### config.mk
export PLATFORM = sky130hd
export DESIGN_NAME = multi_stack_shared_pool_core
export DESIGN_NICKNAME = d
export VERILOG_FILES = /design/src/rtl/msp_pkg.sv /design/src/rtl/msp_ctrl.sv /design/src/rtl/msp_dp.sv /design/src/rtl/multi_stack_shared_pool_core.sv
export VERILOG_INCLUDE_DIRS = /design/src /design/src/rtl
export SDC_FILE = /design/constraint.sdc
export NUM_CORES = 1
export LEC_CHECK = 0
export ABC_AREA = 1
export BUFFER_PORTS_ARGS = -buffer_cell sky130_fd_sc_hd__clkbuf_2
export CAP_MARGIN = 0
export CORE_MARGIN = 3
export CORE_UTILIZATION = 55
export CTS_BUF_LIST = sky130_fd_sc_hd__clkbuf_8
export CTS_CLUSTER_DIAMETER = 50
export CTS_CLUSTER_SIZE = 25
export DETAILED_ROUTE_END_ITERATION = 8
export PLACE_DENSITY = 0.74
export SLEW_MARGIN = 20
export SYNTH_ARGS = -nofsm -noshare
export SYNTH_HDL_FRONTEND = slang
export SYNTH_SLANG_ARGS = --single-unit
### constraint.sdc
create_clock -name clk -period 5 [get_ports clk]
set_input_delay 0.75 -clock clk [delete_from_list [all_inputs] [get_ports clk]]
set_output_delay 0.75 -clock clk [all_outputs]
set_load 0.01 [all_outputs]
### src/rtl/multi_stack_shared_pool_core_defines.svh
// Assertion macros for the multi-stack shared pool core.
// Both macros sample on clk and are disabled while rst_n is low.
`ifndef MULTI_STACK_SHARED_POOL_CORE_DEFINES_SVH
`define MULTI_STACK_SHARED_POOL_CORE_DEFINES_SVH

`ifndef NO_ASSERTIONS
// Consequent must hold in the same cycle as the antecedent.
`define MSP_AST_SAME(label, ante, cons, msg) \
  label: assert property (@(posedge clk) disable iff (!rst_n) (ante) |-> (cons)) \
    else $error(msg);
// Consequent must hold in the cycle after the antecedent.
`define MSP_AST_NEXT(label, ante, cons, msg) \
  label: assert property (@(posedge clk) disable iff (!rst_n) (ante) |=> (cons)) \
    else $error(msg);
`else
`define MSP_AST_SAME(label, ante, cons, msg)
`define MSP_AST_NEXT(label, ante, cons, msg)
`endif

`endif

### src/rtl/msp_pkg.sv
`default_nettype none

package msp_pkg;

  // Fixed field widths of the request and result channels
  localparam int REQ_W      = 2;
  localparam int SID_IN_W   = 2;
  localparam int VAL_W      = 32;
  localparam int ST_W       = 2;
  localparam int SLOT_OUT_W = 4;

  // Default sizing
  localparam int DEF_NUM_STACKS = 4;
  localparam int DEF_POOL_SLOTS = 16;
  localparam int DEF_DATA_WIDTH = 32;

  // Request codes; any other code acts as a peek
  localparam logic [REQ_W-1:0] REQ_PUSH = 2'd0;
  localparam logic [REQ_W-1:0] REQ_POP  = 2'd1;
  localparam logic [REQ_W-1:0] REQ_PEEK = 2'd2;

  // Result status codes
  localparam logic [ST_W-1:0] ST_OK        = 2'd0;
  localparam logic [ST_W-1:0] ST_OVERFLOW  = 2'd1;
  localparam logic [ST_W-1:0] ST_UNDERFLOW = 2'd2;

  // Value reported on push and on error
  localparam logic signed [VAL_W-1:0] NO_VALUE = -32'sd1;

  // Commands from the controller to the datapath
  typedef struct packed {
    logic accept;  // latch request, read stack head
    logic look;    // read link and data memories
    logic commit;  // write back state, load result
  } msp_cmd_t;

endpackage

`default_nettype wire

### src/rtl/msp_ctrl.sv
`default_nettype none
`include "multi_stack_shared_pool_core_defines.svh"

module msp_ctrl (
  input  wire logic             clk,
  input  wire logic             rst_n,
  input  wire logic             in_valid,
  output logic                  in_stall,
  output logic                  out_valid,
  input  wire logic             out_stall,
  output msp_pkg::msp_cmd_t     cmd
);
  import msp_pkg::*;

  typedef enum logic [1:0] {
    S_IDLE,
    S_LOOK,
    S_UPD
  } state_t;

  state_t state_r;
  state_t state_nxt;
  logic   out_valid_r;
  logic   out_valid_nxt;
  logic   out_free;

  // Result register can take a new request when empty or being drained
  assign out_free = !out_valid_r || !out_stall;

  assign in_stall   = (state_r != S_IDLE);
  assign out_valid  = out_valid_r;
  assign cmd.accept = (state_r == S_IDLE) && in_valid;
  assign cmd.look   = (state_r == S_LOOK);
  assign cmd.commit = (state_r == S_UPD) && out_free;

  // Sequence one request: head read, memory read, write back
  always_comb begin
    state_nxt     = state_r;
    out_valid_nxt = out_valid_r && out_stall;
    unique case (state_r)
      S_IDLE: begin
        if (in_valid) begin
          state_nxt = S_LOOK;
        end
      end
      S_LOOK: begin
        state_nxt = S_UPD;
      end
      S_UPD: begin
        if (out_free) begin
          state_nxt     = S_IDLE;
          out_valid_nxt = 1'b1;
        end
      end
      default: begin
        state_nxt = S_IDLE;
      end
    endcase
  end

  always_ff @(posedge clk) begin
    if (!rst_n) begin
      state_r     <= S_IDLE;
      out_valid_r <= 1'b0;
    end else begin
      state_r     <= state_nxt;
      out_valid_r <= out_valid_nxt;
    end
  end

  `MSP_AST_NEXT(a_accept_to_look, cmd.accept, cmd.look, "accept not followed by look")
  `MSP_AST_NEXT(a_commit_shows, cmd.commit, out_valid, "commit did not raise out_valid")
  `MSP_AST_NEXT(a_commit_frees, cmd.commit, !in_stall, "commit did not return to idle")

endmodule

`default_nettype wire

### src/rtl/msp_dp.sv
`default_nettype none
`include "multi_stack_shared_pool_core_defines.svh"

module msp_dp #(
  parameter int NUM_STACKS = msp_pkg::DEF_NUM_STACKS,
  parameter int POOL_SLOTS = msp_pkg::DEF_POOL_SLOTS,
  parameter int DATA_WIDTH = msp_pkg::DEF_DATA_WIDTH
) (
  input  wire logic                                  clk,
  input  wire logic                                  rst_n,
  input  wire msp_pkg::msp_cmd_t                     cmd,
  input  wire logic [msp_pkg::REQ_W-1:0]             in_req_type,
  input  wire logic [msp_pkg::SID_IN_W-1:0]          in_stack_id,
  input  wire logic signed [msp_pkg::VAL_W-1:0]      in_push_value,
  output logic [msp_pkg::ST_W-1:0]                   out_status,
  output logic signed [msp_pkg::VAL_W-1:0]           out_value,
  output logic [msp_pkg::SLOT_OUT_W-1:0]             out_slot_index
);
  import msp_pkg::*;

  localparam int PTR_W = $clog2(POOL_SLOTS);
  localparam int SID_W = (NUM_STACKS > 1) ? $clog2(NUM_STACKS) : 1;
  localparam int WM_W  = $clog2(POOL_SLOTS + 1);

  typedef struct packed {
    logic             nul;
    logic [PTR_W-1:0] idx;
  } ptr_t;

  // Storage
  ptr_t                  hd_mem [NUM_STACKS];
  logic [NUM_STACKS-1:0] hv_r;
  ptr_t                  lk_mem [POOL_SLOTS];
  logic [DATA_WIDTH-1:0] dt_mem [POOL_SLOTS];
  ptr_t                  fr_r;
  logic [WM_W-1:0]       wm_r;

  // Request registers
  logic [REQ_W-1:0]      req_r;
  logic [SID_W-1:0]      sid_r;
  logic [DATA_WIDTH-1:0] val_r;
  ptr_t                  hd_r;
  logic                  hv_rd_r;

  // Memory read registers
  ptr_t                  lk_rd_r;
  logic signed [DATA_WIDTH-1:0] dt_rd_r;
  logic [PTR_W-1:0]      laddr_r;
  logic                  fresh_r;

  // Result registers
  logic [ST_W-1:0]         status_r;
  logic signed [VAL_W-1:0] value_r;
  logic [SLOT_OUT_W-1:0]   slot_r;

  logic [SID_IN_W-1:0] sid_red;
  logic [SID_W-1:0]    sid_mod;
  logic                is_push;
  logic                is_pop;
  logic                hd_null;
  logic                push_ok;
  logic                pop_ok;
  logic                read_ok;
  logic [PTR_W-1:0]    lk_addr;
  ptr_t                rst_link;
  ptr_t                link_eff;
  ptr_t                hd_eff;
  ptr_t                lk_wdata;
  ptr_t                hd_wdata;

  // Fold the stack number into range
  always_comb begin
    sid_red = in_stack_id;
    for (int k = 0; k < 3; k++) begin
      if (32'(sid_red) >= NUM_STACKS) begin
        sid_red = sid_red - SID_IN_W'(NUM_STACKS);
      end
    end
    sid_mod = SID_W'(sid_red);
  end

  // Decode the request against the state read so far
  assign is_push = (req_r == REQ_PUSH);
  assign is_pop  = (req_r == REQ_POP);
  assign hd_null = !hv_rd_r || hd_r.nul;
  assign push_ok = is_push && !fr_r.nul;
  assign pop_ok  = is_pop && !hd_null;
  assign read_ok = !is_push && !hd_null;
  assign lk_addr = is_push ? fr_r.idx : hd_r.idx;

  // Slots at or above the watermark still hold their reset link
  assign rst_link.idx = laddr_r + 1'b1;
  assign rst_link.nul = (laddr_r == PTR_W'(POOL_SLOTS - 1));
  assign link_eff     = fresh_r ? rst_link : lk_rd_r;
  assign hd_eff.nul   = hd_null;
  assign hd_eff.idx   = hd_r.idx;

  // Push links the slot onto the stack; pop returns it to the free list
  assign lk_wdata     = is_push ? hd_eff : fr_r;
  assign hd_wdata.nul = is_push ? 1'b0 : link_eff.nul;
  assign hd_wdata.idx = is_push ? fr_r.idx : link_eff.idx;

  // Latch request and read the stack head
  always_ff @(posedge clk) begin
    if (cmd.accept) begin
      req_r   <= in_req_type;
      sid_r   <= sid_mod;
      val_r   <= DATA_WIDTH'(in_push_value);
      hd_r    <= hd_mem[sid_mod];
      hv_rd_r <= hv_r[sid_mod];
    end
    if (cmd.commit && (push_ok || pop_ok)) begin
      hd_mem[sid_r] <= hd_wdata;
    end
  end

  // Stack head valid bits: an unwritten head reads as empty
  always_ff @(posedge clk) begin
    if (!rst_n) begin
      hv_r <= '0;
    end else if (cmd.commit && (push_ok || pop_ok)) begin
      hv_r[sid_r] <= 1'b1;
    end
  end

  // Link memory
  always_ff @(posedge clk) begin
    if (cmd.look) begin
      lk_rd_r <= lk_mem[lk_addr];
      laddr_r <= lk_addr;
      fresh_r <= (WM_W'(lk_addr) >= wm_r);
    end
    if (cmd.commit && (push_ok || pop_ok)) begin
      lk_mem[laddr_r] <= lk_wdata;
    end
  end

  // Data memory
  always_ff @(posedge clk) begin
    if (cmd.look) begin
      dt_rd_r <= dt_mem[hd_r.idx];
    end
    if (cmd.commit && push_ok) begin
      dt_mem[fr_r.idx] <= val_r;
    end
  end

  // Free list head and fresh-slot watermark
  always_ff @(posedge clk) begin
    if (!rst_n) begin
      fr_r <= '0;
      wm_r <= '0;
    end else if (cmd.commit) begin
      if (push_ok) begin
        fr_r <= link_eff;
        if (fresh_r) begin
          wm_r <= wm_r + 1'b1;
        end
      end else if (pop_ok) begin
        fr_r.nul <= 1'b0;
        fr_r.idx <= laddr_r;
      end
    end
  end

  // Load the result
  always_ff @(posedge clk) begin
    if (cmd.commit) begin
      priority if (push_ok) begin
        status_r <= ST_OK;
        value_r  <= NO_VALUE;
        slot_r   <= SLOT_OUT_W'(fr_r.idx);
      end else if (is_push) begin
        status_r <= ST_OVERFLOW;
        value_r  <= NO_VALUE;
        slot_r   <= '0;
      end else if (read_ok) begin
        status_r <= ST_OK;
        value_r  <= VAL_W'(dt_rd_r);
        slot_r   <= SLOT_OUT_W'(hd_r.idx);
      end else begin
        status_r <= ST_UNDERFLOW;
        value_r  <= NO_VALUE;
        slot_r   <= '0;
      end
    end
  end

  assign out_status     = status_r;
  assign out_value      = value_r;
  assign out_slot_index = slot_r;

  `MSP_AST_NEXT(a_wm_step, cmd.commit && push_ok && fresh_r, wm_r == WM_W'($past(wm_r) + 1'b1), "watermark did not advance")
  `MSP_AST_NEXT(a_pop_frees, cmd.commit && pop_ok, !fr_r.nul && fr_r.idx == $past(laddr_r), "popped slot not on free list")
  `MSP_AST_SAME(a_read_written, cmd.commit && read_ok, !fresh_r, "stack top points at unwritten slot")

endmodule

`default_nettype wire

### src/rtl/multi_stack_shared_pool_core.sv
// Several LIFO stacks sharing one pool of slots, with a free list.
// Request channel: in_valid / in_stall with in_req_type (push, pop, peek;
// code 3 acts as a peek), in_stack_id (taken modulo NUM_STACKS) and
// in_push_value. Result channel: out_valid / out_stall with out_status,
// out_value and out_slot_index; exactly one result per request.
// A request passes these steps in order: read the stack head, read the
// link and data memories at that head or at the free head, and write
// back links, heads and the result register. The next request is taken
// in the cycle after write back.
// Reset: all stacks empty, every slot free in ascending order. No clearing
// pass runs; a watermark marks which slots still hold their reset link, so
// the block takes requests in the first cycle after reset.
// When the receiver stalls, the result is held; one more request is taken
// and waits in its write-back step until the result register frees.
`default_nettype none

module multi_stack_shared_pool_core #(
  parameter int NUM_STACKS = msp_pkg::DEF_NUM_STACKS,
  parameter int POOL_SLOTS = msp_pkg::DEF_POOL_SLOTS,
  parameter int DATA_WIDTH = msp_pkg::DEF_DATA_WIDTH
) (
  input  wire logic                              clk,
  input  wire logic                              rst_n,
  input  wire logic                              in_valid,
  output logic                                   in_stall,
  input  wire logic [msp_pkg::REQ_W-1:0]         in_req_type,
  input  wire logic [msp_pkg::SID_IN_W-1:0]      in_stack_id,
  input  wire logic signed [msp_pkg::VAL_W-1:0]  in_push_value,
  output logic                                   out_valid,
  input  wire logic                              out_stall,
  output logic [msp_pkg::ST_W-1:0]               out_status,
  output logic signed [msp_pkg::VAL_W-1:0]       out_value,
  output logic [msp_pkg::SLOT_OUT_W-1:0]         out_slot_index
);
  import msp_pkg::*;

  msp_cmd_t cmd;

  // Sequencer
  msp_ctrl u_ctrl (
    .clk       (clk),
    .rst_n     (rst_n),
    .in_valid  (in_valid),
    .in_stall  (in_stall),
    .out_valid (out_valid),
    .out_stall (out_stall),
    .cmd       (cmd)
  );

  // Pool memories, heads and result register
  msp_dp #(
    .NUM_STACKS (NUM_STACKS),
    .POOL_SLOTS (POOL_SLOTS),
    .DATA_WIDTH (DATA_WIDTH)
  ) u_dp (
    .clk            (clk),
    .rst_n          (rst_n),
    .cmd            (cmd),
    .in_req_type    (in_req_type),
    .in_stack_id    (in_stack_id),
    .in_push_value  (in_push_value),
    .out_status     (out_status),
    .out_value      (out_value),
    .out_slot_index (out_slot_index)
  );

endmodule

`default_nettype wire

==> flow_metrics.env <==
export IMPL_finalHoldViolations=0
export IMPL_htreeDepth=2
export IMPL_synth_nets=2190
export IMPL_cpMaxStageDelayCell="nor2_4"
export IMPL_synth_compound_area_frac=0.0975
export IMPL_placed_area_um2=30500
export IMPL_synth_async_sr_flop_share=0
export IMPL_yosysWarnings=0
export IMPL_fin_ws_ns=1.92
export IMPL_die_area_um2=56000
export IMPL_r2r_end="u_dp.dt_mem[11][21]"
export IMPL_peakVddDrop_mv=0.310
export IMPL_min_path_type="in -> reg"
export IMPL_min_to="u_dp.val_r[10]"
export IMPL_drc=0
export IMPL_rsz0062_at_grt="false"
export IMPL_end_kind="flip-flop"
export IMPL_fin_skew_ns=0.0394
export IMPL_grt_max_degree=253
export IMPL_area_growth_syn_to_layout_pct=9.51
export IMPL_setup_violations_final=0
export IMPL_clk_pin_slew_ns=0.12
export IMPL_coreArea_um2=52000
export IMPL_ff2ff_path_depth=6
export IMPL_syn_inst=2141
export IMPL_setup_tns_final_ns=0
export IMPL_nets=2239
export IMPL_fp_dieH_um=237
export IMPL_pre_cts_ws_ns=1.67
export IMPL_final_cells=2922
export IMPL_cp_max_fo=20
export IMPL_cts_buffers=60
export IMPL_synth_top_family_by_area="simple AND/OR/NAND/NOR gates"
export IMPL_overflow=0
export IMPL_antenna_found_initial=0
export IMPL_worst_pin_slew_ns=1.14
export IMPL_cts_resized=0
export IMPL_cts_sinks=751
export IMPL_cts_tree="built"
export IMPL_crit_buf_inv=1
export IMPL_final_common_cell="edfxtp_1"
export IMPL_avgSynthCellArea_um2=13.7
export IMPL_ys_ff_latch=751
export IMPL_cp_num_cells=6
export IMPL_yosys_area_share_simple=0.0996
export IMPL_die_w_um=237
export IMPL_worstSkewPairLatency_ns=0.71
export IMPL_grt_pass1_vias=17100
export IMPL_drv_cap=0
export IMPL_crit_path_start_kind="flip-flop"
export IMPL_clockBufferDepth=3
export IMPL_ys_seq_area_frac=0.764
export IMPL_synth_ff_type="edfxtp_1"
export IMPL_report_final_slew_viol_count=0
export IMPL_final_cell_mix="734 x edfxtp_1, 317 x nor2_1, 282 x o21ai_0"
export IMPL_min_path_cells=1
export IMPL_placedCellCount=2803
export IMPL_viasPerCell=6.04
export IMPL_routedWlPerCell_um=22.2
export IMPL_routabilityCongestion=0.824
export IMPL_reg2reg_from="u_dp.req_r[1]"
export IMPL_crit_chain="nor2_4 -> nand2_4 -> nor2_2 -> nand3_1 -> nor2_4 -> buf_4"
export IMPL_yosys_area_share_xor_xnor=0.000897
export IMPL_fp_row_count=83
export IMPL_fmaxAchievable_mhz=324
export IMPL_syn_area_um2=29300
export IMPL_hpwlAfterDp_um=36600
export IMPL_worst_path_most_repeated_cell="nor2_4"
export IMPL_crit_required_ns=5.39
export IMPL_status="completed"
export IMPL_min_from="in_push_value[10]"
export IMPL_design_area_um2=32100
export IMPL_critPathKind="reg -> reg"
export IMPL_start_util=0.563
export IMPL_synth_distinct_cells=37
export IMPL_ctsHoldBuffers=0
export IMPL_cts_root_buf="clkbuf_8"
export IMPL_cts_setup_buffers=0
export IMPL_wirelength_um=64700
export IMPL_leakage_uw=0.0105
export IMPL_relSlewSlack=0.237
export IMPL_io_pins=80
export IMPL_grt_pass1_wl_um=98200
export IMPL_worst_r2r_setup_slack_ns=1.92
export IMPL_synth_edf_count=734
export IMPL_cp_top_family="simple AND/OR/NAND/NOR gates"
export IMPL_fin_crit_ns=3.08
export IMPL_hold_ws_ns=0.213
export IMPL_cpPeakStageDelay_ns=0.78
export IMPL_drt_initial_drc_count=2173
export IMPL_ant_nets=0
export IMPL_vias=17600
export IMPL_arrival_ns=3.47
export IMPL_port_buffer_count=79
export IMPL_powerDensity_nw_per_um2=361
export IMPL_synthMuxAreaShare=0
export IMPL_first_pass_iters=5
export IMPL_synthAdderAreaFrac=0.00385
export IMPL_timing_final_crit_share=0.617
export IMPL_grt_usage=0.227
export IMPL_drive_gt1_frac=0.131
[cell usage after synthesis (12+ instances only)]
cell type	count	share of area
nor2_1	335	0.043
o22ai_1	34	0.0073
a21oi_1	12	0.0021
dfxtp_1	17	0.012
nand3_1	144	0.025
o211ai_1	48	0.012
edfxtp_1	734	0.75
inv_1	98	0.013
nand2_1	126	0.016
o221ai_1	80	0.024
o21ai_0	284	0.049
buf_4	12	0.0031
or2_2	35	0.0075
nand3b_1	20	0.0051
buf_2	35	0.0060
clkbuf_1	75	0.0096
[sequential cells by signal (all words and copies together), names as in the netlist, 5 cells and up]
signal and flops:
u_dp.out_value 32, u_dp.lk_mem 80, u_dp.val_r 32, u_dp.lk_rd_r 5, u_dp.dt_mem 512, u_dp.wm_r 5
u_dp.dt_rd_r 32, u_dp.hd_mem 20, u_dp.fr_r 5
[report_power, final]
group          total (uW)  leakage (uW)  internal [uW]  switching (uW)
clock                3800      0.000728           1450            2350
sequential           7080       0.00675           6990            91.6
combinational         700       0.00305            198             502
total               11600        0.0105           8640            2940
[how the worst max path moves through the flow]
stage,to,slack (ns),from
floorplan,u_dp.dt_mem[12][0],1.03,out_stall
global placement,u_dp.dt_mem[11][30],1.77,out_stall
detailed placement,u_dp.lk_mem[3][4],1.67,out_stall
CTS,u_dp.dt_mem[13][20],1.91,u_dp.req_r[1]
global route,u_dp.fresh_r,1.56,u_dp.req_r[0]
finish,u_dp.dt_mem[11][21],1.92,u_dp.req_r[1]
[per-layer routing]
layer,part of all wire,wire (um),track usage
met3,0.081,5230,0.0283
met5,0,0,0
met2,0.48,31200,0.371
met1,0.41,26400,0.321
met4,0.028,1810,0.0792
[worst register-to-register path, stage by stage, from the launching register on]
cell	delay [ns]
edfxtp_1	0.50
nor2_4	0.35
nand2_4	0.15
nor2_2	0.23
nand3_1	0.37
nor2_4	0.79
buf_4	0.40
[layout make-up]
class	count	area, um^2
clock buffer	60	826
timing repair buffer	119	933
multi-input combinational	1157	6050
fill	3781	20000
clock inverter	53	639
sequential	751	22400
tap	680	851
inverter	101	384
antenna	1	2.50
[metrics by stage]
stage / total power, uW / util
after CTS: 11600 / 0.614
after global routing: 12000 / 0.616
after detailed placement: 7920 / 0.586
after global placement: 7900 / 0.582
after floorplan: 7660 / -
final: 11600 / 0.616
[cell families (layout without fill, tap and decap cells)]
logic type | after synthesis | in the layout
adders and majority gates | 9 | 9
and+or+nand+nor | 674 | 674
buffers and inverters | 233 | 333
AOI/OAI and AO/OA | 471 | 471
DFF | 751 | 751
xor gates and xnor gates | 3 | 3
other | 0 | 1
Note: power is estimated with default switching activity, not from simulation.
